===== src/lfu_pkg.sv =====
// shared constants and controller/datapath interface types for the lfu slot replacement core
`default_nettype none

package lfu_pkg;

    // slot store geometry and field widths
    localparam int MAX_SLOTS = 16;
    localparam int SLOT_W    = 4;
    localparam int ID_BITS   = 8;
    localparam int COUNT_W   = 16;
    localparam int STAMP_W   = 32;
    localparam int CFG_W     = 5;
    localparam int OUT_W     = 32;

    localparam logic [COUNT_W-1:0] COUNT_MAX = {COUNT_W{1'b1}};

    // controller states
    typedef enum logic [1:0] {
        ST_IDLE,
        ST_SCAN,
        ST_UPDATE
    } ctrl_state_t;

    // commands from controller to datapath
    typedef struct packed {
        logic load;
        logic step;
        logic commit;
    } dp_cmd_t;

    // status from datapath to controller
    typedef struct packed {
        logic in_zero;
        logic scan_done;
        logic out_free;
    } dp_status_t;

endpackage

`default_nettype wire


===== src/lfu_ctrl.sv =====
// controller state machine: accept, scan slots, commit update
`default_nettype none

module lfu_ctrl (
    input  wire logic               clk,
    input  wire logic               rst_n,
    input  wire logic               s_tvalid,
    output logic                    s_tready,
    input  wire lfu_pkg::dp_status_t status,
    output lfu_pkg::dp_cmd_t        cmd
);

    lfu_pkg::ctrl_state_t state_reg;
    lfu_pkg::ctrl_state_t state_next;

    // state register
    always_ff @(posedge clk or negedge rst_n)
    begin
        if (!rst_n)
        begin
            state_reg <= lfu_pkg::ST_IDLE;
        end
        else
        begin
            state_reg <= state_next;
        end
    end

    // next state and commands
    always_comb
    begin
        state_next = state_reg;
        s_tready   = 1'b0;
        cmd        = '0;
        unique case (state_reg)
            lfu_pkg::ST_IDLE:
            begin
                s_tready = 1'b1;
                // a zero id is taken and dropped
                if (s_tvalid && !status.in_zero)
                begin
                    cmd.load   = 1'b1;
                    state_next = lfu_pkg::ST_SCAN;
                end
            end
            lfu_pkg::ST_SCAN:
            begin
                cmd.step = 1'b1;
                if (status.scan_done)
                begin
                    state_next = lfu_pkg::ST_UPDATE;
                end
            end
            lfu_pkg::ST_UPDATE:
            begin
                if (status.out_free)
                begin
                    cmd.commit = 1'b1;
                    state_next = lfu_pkg::ST_IDLE;
                end
            end
            default:
            begin
                state_next = lfu_pkg::ST_IDLE;
            end
        endcase
    end

endmodule

`default_nettype wire


===== src/lfu_datapath.sv =====
// slot store, scan tracker, update logic and output register
`default_nettype none

module lfu_datapath (
    input  wire logic                          clk,
    input  wire logic                          rst_n,
    input  wire logic                          cfg_we,
    input  wire logic [lfu_pkg::CFG_W-1:0]     cfg_wdata,
    input  wire logic [lfu_pkg::ID_BITS-1:0]   in_id,
    input  wire lfu_pkg::dp_cmd_t              cmd,
    output lfu_pkg::dp_status_t                status,
    output logic                               m_tvalid,
    input  wire logic                          m_tready,
    output logic [lfu_pkg::OUT_W-1:0]          m_tdata
);

    // slot store
    logic [lfu_pkg::ID_BITS-1:0] ids_reg    [lfu_pkg::MAX_SLOTS];
    logic [lfu_pkg::COUNT_W-1:0] counts_reg [lfu_pkg::MAX_SLOTS];
    logic [lfu_pkg::STAMP_W-1:0] stamps_reg [lfu_pkg::MAX_SLOTS];

    logic [lfu_pkg::CFG_W-1:0]   active_reg;
    logic [lfu_pkg::STAMP_W-1:0] refctr_reg;
    logic [lfu_pkg::ID_BITS-1:0] item_reg;
    logic [lfu_pkg::SLOT_W-1:0]  idx_reg;

    // best candidate so far
    logic [lfu_pkg::SLOT_W-1:0]  best_idx_reg;
    logic [lfu_pkg::ID_BITS-1:0] best_id_reg;
    logic [lfu_pkg::COUNT_W-1:0] best_cnt_reg;
    logic [lfu_pkg::STAMP_W-1:0] best_stamp_reg;

    // output register
    logic                        out_valid_reg;
    logic                        out_valid_next;
    logic [lfu_pkg::OUT_W-1:0]   out_data_reg;

    logic [lfu_pkg::SLOT_W-1:0]  last_idx;
    logic [lfu_pkg::ID_BITS-1:0] rd_id;
    logic [lfu_pkg::COUNT_W-1:0] rd_cnt;
    logic [lfu_pkg::STAMP_W-1:0] rd_stamp;
    logic                        rd_stop;
    logic                        rd_better;
    logic                        upd_hit;
    logic                        upd_evict;
    logic [lfu_pkg::ID_BITS-1:0] upd_old_id;
    logic [lfu_pkg::COUNT_W-1:0] upd_count;

    // clamp active slot count to a last scan index
    always_comb
    begin
        if (active_reg == '0)
        begin
            last_idx = '0;
        end
        else if (active_reg > lfu_pkg::CFG_W'(lfu_pkg::MAX_SLOTS))
        begin
            last_idx = lfu_pkg::SLOT_W'(lfu_pkg::MAX_SLOTS - 1);
        end
        else
        begin
            last_idx = lfu_pkg::SLOT_W'(active_reg - lfu_pkg::CFG_W'(1));
        end
    end

    // read the slot under scan
    assign rd_id    = ids_reg[idx_reg];
    assign rd_cnt   = counts_reg[idx_reg];
    assign rd_stamp = stamps_reg[idx_reg];
    assign rd_stop  = (rd_id == '0) || (rd_id == item_reg);
    assign rd_better = (best_cnt_reg > rd_cnt) ||
                       ((best_cnt_reg == rd_cnt) && (best_stamp_reg > rd_stamp));

    // status to controller
    assign status.in_zero   = (in_id == '0);
    assign status.scan_done = rd_stop || (idx_reg == last_idx);
    assign status.out_free  = !out_valid_reg || m_tready;

    // update values for the chosen slot
    assign upd_hit    = (best_id_reg == item_reg);
    assign upd_evict  = !upd_hit && (best_id_reg != '0);
    assign upd_old_id = upd_hit ? '0 : best_id_reg;
    always_comb
    begin
        if (!upd_hit)
        begin
            upd_count = lfu_pkg::COUNT_W'(1);
        end
        else if (best_cnt_reg == lfu_pkg::COUNT_MAX)
        begin
            upd_count = best_cnt_reg;
        end
        else
        begin
            upd_count = best_cnt_reg + lfu_pkg::COUNT_W'(1);
        end
    end

    // config register, reference counter and control registers
    always_ff @(posedge clk or negedge rst_n)
    begin
        if (!rst_n)
        begin
            active_reg    <= lfu_pkg::CFG_W'(lfu_pkg::MAX_SLOTS);
            refctr_reg    <= '0;
            out_valid_reg <= 1'b0;
        end
        else
        begin
            if (cfg_we)
            begin
                active_reg <= cfg_wdata;
            end
            if (cmd.commit)
            begin
                refctr_reg <= refctr_reg + lfu_pkg::STAMP_W'(1);
            end
            out_valid_reg <= out_valid_next;
        end
    end

    assign out_valid_next = cmd.commit ? 1'b1 : (m_tready ? 1'b0 : out_valid_reg);

    // ids and counts clear to empty at reset
    always_ff @(posedge clk or negedge rst_n)
    begin
        if (!rst_n)
        begin
            for (int i = 0; i < lfu_pkg::MAX_SLOTS; i++)
            begin
                ids_reg[i]    <= '0;
                counts_reg[i] <= '0;
            end
        end
        else if (cmd.commit)
        begin
            counts_reg[best_idx_reg] <= upd_count;
            if (!upd_hit)
            begin
                ids_reg[best_idx_reg] <= item_reg;
            end
        end
    end

    // stamps are written on a miss only, when a slot is filled or replaced
    always_ff @(posedge clk)
    begin
        if (cmd.commit && !upd_hit)
        begin
            stamps_reg[best_idx_reg] <= refctr_reg;
        end
    end

    // scan tracking and result payload
    always_ff @(posedge clk)
    begin
        if (cmd.load)
        begin
            item_reg <= in_id;
            idx_reg  <= '0;
        end
        else if (cmd.step)
        begin
            idx_reg <= idx_reg + lfu_pkg::SLOT_W'(1);
            if ((idx_reg == '0) || rd_stop || rd_better)
            begin
                best_idx_reg   <= idx_reg;
                best_id_reg    <= rd_id;
                best_cnt_reg   <= rd_cnt;
                best_stamp_reg <= rd_stamp;
            end
        end
        if (cmd.commit)
        begin
            out_data_reg <= {2'b00, upd_count, upd_old_id, upd_evict, upd_hit, best_idx_reg};
        end
    end

    assign m_tvalid = out_valid_reg;
    assign m_tdata  = out_data_reg;

    // a result is never loaded over one that is still waiting
    assert property (@(posedge clk) disable iff (!rst_n)
        cmd.commit |-> (!out_valid_reg || m_tready))
        else $error("result overwritten while waiting");

    // the scan never runs past the active slots
    assert property (@(posedge clk) disable iff (!rst_n)
        cmd.step |-> (idx_reg <= last_idx))
        else $error("scan index beyond active slots");

    // a hit never evicts, and a result without an eviction reports a zero id
    assert property (@(posedge clk) disable iff (!rst_n)
        cmd.commit |=> !(out_data_reg[4] && out_data_reg[5]) &&
                       (out_data_reg[5] || (out_data_reg[13:6] == '0)))
        else $error("inconsistent hit and evict flags");

    // a committed count is never zero
    assert property (@(posedge clk) disable iff (!rst_n)
        cmd.commit |=> (out_data_reg[29:14] != '0))
        else $error("zero count reported");

endmodule

`default_nettype wire


===== src/lfu_slot_replacement_core.sv =====
// top level of the lfu slot replacement core
`default_nettype none

// Each item on the slave stream is an identifier that is looked up in up to sixteen
// slots; one result per nonzero identifier comes out on the master stream, reporting
// the slot, hit or miss, and any evicted identifier. An identifier of zero is taken
// and dropped without a result. On a miss the identifier fills the first empty slot,
// or else replaces the slot with the lowest hit count, the oldest placement winning
// ties. Each item is accepted, then its slots are scanned, then the update is committed;
// active_slots of zero scans one slot and values above sixteen scan sixteen. The scan
// reads one slot per cycle and stops early at the first empty or matching slot. The
// commit waits while the previous result is still held in the output register.
// The next item is taken while a result waits in the output register.
// active_slots is written through cfg_we/cfg_wdata; zero acts as one and values above
// sixteen act as sixteen.
module lfu_slot_replacement_core (
    input  wire logic                       clk,
    input  wire logic                       rst_n,
    input  wire logic                       cfg_we,
    input  wire logic [lfu_pkg::CFG_W-1:0]  cfg_wdata,    // active_slots
    input  wire logic                       s_tvalid,
    output logic                            s_tready,
    input  wire logic [lfu_pkg::ID_BITS-1:0] s_tdata,     // [7:0] item_id
    output logic                            m_tvalid,
    input  wire logic                       m_tready,
    output logic [lfu_pkg::OUT_W-1:0]       m_tdata       // [3:0] slot_index, [4] was_hit,
                                                          // [5] did_evict, [13:6] evicted_id,
                                                          // [29:14] new_count, [31:30] zero
);

    lfu_pkg::dp_cmd_t    cmd;
    lfu_pkg::dp_status_t status;

    // controller
    lfu_ctrl u_ctrl (
        .clk      (clk),
        .rst_n    (rst_n),
        .s_tvalid (s_tvalid),
        .s_tready (s_tready),
        .status   (status),
        .cmd      (cmd)
    );

    // datapath
    lfu_datapath u_datapath (
        .clk       (clk),
        .rst_n     (rst_n),
        .cfg_we    (cfg_we),
        .cfg_wdata (cfg_wdata),
        .in_id     (s_tdata),
        .cmd       (cmd),
        .status    (status),
        .m_tvalid  (m_tvalid),
        .m_tready  (m_tready),
        .m_tdata   (m_tdata)
    );

endmodule

`default_nettype wire

===== config.mk =====
export PLATFORM = sky130hd
export DESIGN_NAME = lfu_slot_replacement_core
export DESIGN_NICKNAME = d
export VERILOG_FILES = /design/src/lfu_pkg.sv /design/src/lfu_ctrl.sv /design/src/lfu_datapath.sv /design/src/lfu_slot_replacement_core.sv
export SDC_FILE = /design/constraint.sdc
export NUM_CORES = 1
export LEC_CHECK = 0
export BUFFER_PORTS_ARGS = -buffer_cell sky130_fd_sc_hd__buf_2
export CAP_MARGIN = 30
export CORE_ASPECT_RATIO = 1.5
export CORE_MARGIN = 2
export CORE_UTILIZATION = 55
export CTS_BUF_LIST = sky130_fd_sc_hd__clkbuf_16
export DETAILED_ROUTE_END_ITERATION = 8
export GPL_ROUTABILITY_DRIVEN = 0
export PLACE_DENSITY = 0.77
export SYNTH_ARGS = -nofsm -noshare
export SYNTH_HDL_FRONTEND = slang
export SYNTH_HIERARCHICAL = 1
export SYNTH_SLANG_ARGS = --single-unit

===== constraint.sdc =====
create_clock -name clk -period 5.4 [get_ports clk]
set_input_delay 0.54 -clock clk [delete_from_list [all_inputs] [get_ports clk]]
set_output_delay 0.54 -clock clk [all_outputs]
set_load 0.01 [all_outputs]

==> impl_metrics.env <==
export IMPL_status="completed"
export IMPL_pin_count=52
export IMPL_drc=0
export IMPL_yosysSeqAreaShare_pct=67.3
export IMPL_first_global_vias=26600
export IMPL_ys_types=60
export IMPL_drive_gt1_share_pct=19.7
export IMPL_grt_overflow_total=0
export IMPL_area_growth_syn_to_layout_pct=10.7
export IMPL_clockRootBuffer="clkbuf_16"
export IMPL_antenna_left=0
export IMPL_tritoncts="built"
export IMPL_post_dp_hpwl_um=61700
export IMPL_power_uw=21800
export IMPL_grt_pass1_wl_um=161000
export IMPL_synth_cells=2863
export IMPL_firstDrtPassIters=5
export IMPL_slew_viol_final=0
export IMPL_yosys_register_bits=1042
export IMPL_critPathLaunchType="register"
export IMPL_coreArea_um2=77600
export IMPL_required_ns=5.80
export IMPL_min_period_over_period_pct=87.1
export IMPL_async_flop_share_pct=40.7
export IMPL_avgSynthCellArea_um2=15.1
export IMPL_slew_headroom_pct=35.5
export IMPL_track_usage_pct=26.9
export IMPL_drtIter0Drc=2572
export IMPL_clock_sinks=1042
export IMPL_post_cts_setup_buffers=0
export IMPL_crit_fanout=37
export IMPL_fp_dieH_um=347
export IMPL_num_fill_cells=5454
export IMPL_rows=125
export IMPL_cts_buffers=93
export IMPL_cp_arrival_ns=5.11
export IMPL_wl_um=106000
export IMPL_initial_utilization_pct=55.7
export IMPL_crit_path_end_kind="register"
export IMPL_max_freq_mhz=213
export IMPL_viasPerCell=6.29
export IMPL_ir_drop_mv=0.304
export IMPL_p_leak_uw=0.0185
export IMPL_period_minus_slack_ns=4.70
export IMPL_cts_resized=0
export IMPL_grt_antenna_before_repair=3
export IMPL_finalSetupViolations=0
export IMPL_die_x_um=233
export IMPL_clk_pin_slew_ns=0.06
export IMPL_vias=25300
export IMPL_power_density_nw_per_um2=455
export IMPL_drv_cap=0
export IMPL_largest_reg_flops=512
export IMPL_wl_per_cell_um=26.3
export IMPL_fin_tns_setup_ns=0
export IMPL_holdCritPathClass="in -> reg"
export IMPL_worstSetupPathType="reg -> reg"
export IMPL_tightest_slew_ns=0.967
export IMPL_clockBufferDepth=3
export IMPL_yosys_warnings=6
export IMPL_nets=2994
export IMPL_htreeDepth=3
export IMPL_portBuffers=49
export IMPL_clock_skew_final_ns=0.0332
export IMPL_die_area_um2=80900
export IMPL_synth_area_um2=43200
export IMPL_rsz0062_at_grt="no"
export IMPL_hold_violations=0
export IMPL_grt_max_degree=164
export IMPL_clk_latency_ns=0.69
export IMPL_synth_flop_cell="edfxtp_1"
export IMPL_synth_edf_count=610
what timing repair did:
action,4_1_cts,5_1_grt
hold buffers,1,0
hold endpoints to repair,61,0
endpoints found under the setup margin,0,0
routing by layer:
metal  up-vias  wire (µm)  global-route usage, %
li1      10700          -                      -
met1     13100      38100                   33.2
met2      1191      55300                   46.6
met3       298       7180                   3.84
met4         2       5090                   13.0
met5         -         13                      0
cells in the final DEF (no fill, tap or decap), types with 40 or more instances in the layout:
cell,Yosys,routed
nand2_1,574,574
mux2_1,40,40
buf_4,4,73
inv_1,48,80
mux4_2,263,263
ha_1,53,53
edfxtp_1,610,610
buf_2,14,48
nor2_1,53,47
clkbuf_16,0,93
o21ai_1,239,238
dfrtp_1,423,423
critical path, cell delays in order (launching register included):
cell	delay, ns
dfxtp_4	0.69
buf_12	0.28
mux4_2	0.57
mux4_2	0.50
inv_1	0.08
ha_1	0.15
nand4_1	0.20
nor4_1	0.71
a21oi_1	0.19
a32oi_1	0.22
a41o_1	0.23
o21ai_4	0.24
buf_12	0.30
area by class of cell:
cell class              instances  area [µm²]  share of cell area [%]
repair buffers                135        1050                    2.20
clock buffers                  93        2330                    4.87
well taps                    1016        1270                    2.66
clock inverters                81         557                    1.16
diodes                          1        2.50                 0.00523
multi-input cells            1565       13200                    27.5
flip-flops and latches       1042       29100                    60.9
inverters                      86         323                   0.675
logic make-up (layout without fill, tap and decap cells):
| kind of cell | Yosys count | after routing | share of synthesized area, % |
|---|---|---|---|
| other cells | 1 | 3 | 0.00868 |
| mux | 340 | 340 | 15.7 |
| xor+xnor | 68 | 68 | 1.38 |
| flops | 1042 | 1042 | 67.3 |
| compound gates | 337 | 337 | 4.31 |
| simple gates | 765 | 765 | 7.46 |
| buf+inv | 257 | 395 | 2.34 |
| fa+ha+maj | 53 | 53 | 1.53 |
per-stage QoR:
stage               setup slack (ns)  area, µm²  hold slack (ns)  util [%]  instances
finish                         0.697      47800           0.0624      61.6       4019
global route                   0.498      47800           0.0530      61.6       4018
CTS                            0.623      47800           0.0421      61.6       4018
detailed placement             0.702      44900            0.458      57.9       3843
global placement               0.764      44900            0.453      57.9       3840
floorplan                      0.216      43200            0.244         -       2864
worst paths after layout:
kind                                               startpoint  cells after the start  slack [ns]                                endpoint
min in group asynchronous                               rst_n                      2        0.55  u_datapath/counts_reg[103]$_DFFE_PN0P_
setup / recovery                                     register                     12        0.70   u_datapath/best_cnt_reg[14]$_DFFE_PP_
hold / removal                                     s_tdata[0]                      1        0.06        u_datapath/item_reg[0]$_DFFE_PP_
max in group asynchronous                               rst_n                      3        3.40      u_datapath/ids_reg[39]$_DFFE_PN0P_
hold reg to reg            u_datapath/ids_reg[72]$_DFFE_PN0P_                      2        0.47      u_datapath/ids_reg[72]$_DFFE_PN0P_
setup reg to reg                                     register                     12        0.70   u_datapath/best_cnt_reg[14]$_DFFE_PP_
Yosys cell counts, types with 29 or more instances:
| master | count | area share (%) |
|---|---|---|
| xor2_1 | 32 | 0.65 |
| mux2i_1 | 29 | 0.67 |
| inv_2 | 38 | 0.33 |
| nand3_1 | 29 | 0.34 |
| ha_1 | 53 | 1.5 |
| nand4_1 | 29 | 0.42 |
| nand2_1 | 574 | 5.0 |
| clkbuf_1 | 125 | 1.1 |
| mux2_1 | 40 | 1.0 |
| edfxtp_1 | 610 | 42 |
| xnor2_1 | 36 | 0.73 |
| inv_1 | 48 | 0.42 |
| dfrtp_1 | 423 | 24 |
| mux4_2 | 263 | 14 |
| o21ai_1 | 239 | 2.8 |
| nor2_1 | 53 | 0.46 |
where the power goes:
part | total (µW) | internal (µW) | switching, µW | leakage (µW)
clock network | 6290 | 3390 | 2900 | 0.00154
registers | 10200 | 9390 | 823 | 0.0117
logic | 5250 | 2470 | 2780 | 0.00528
(Power assumes the default switching activity.)
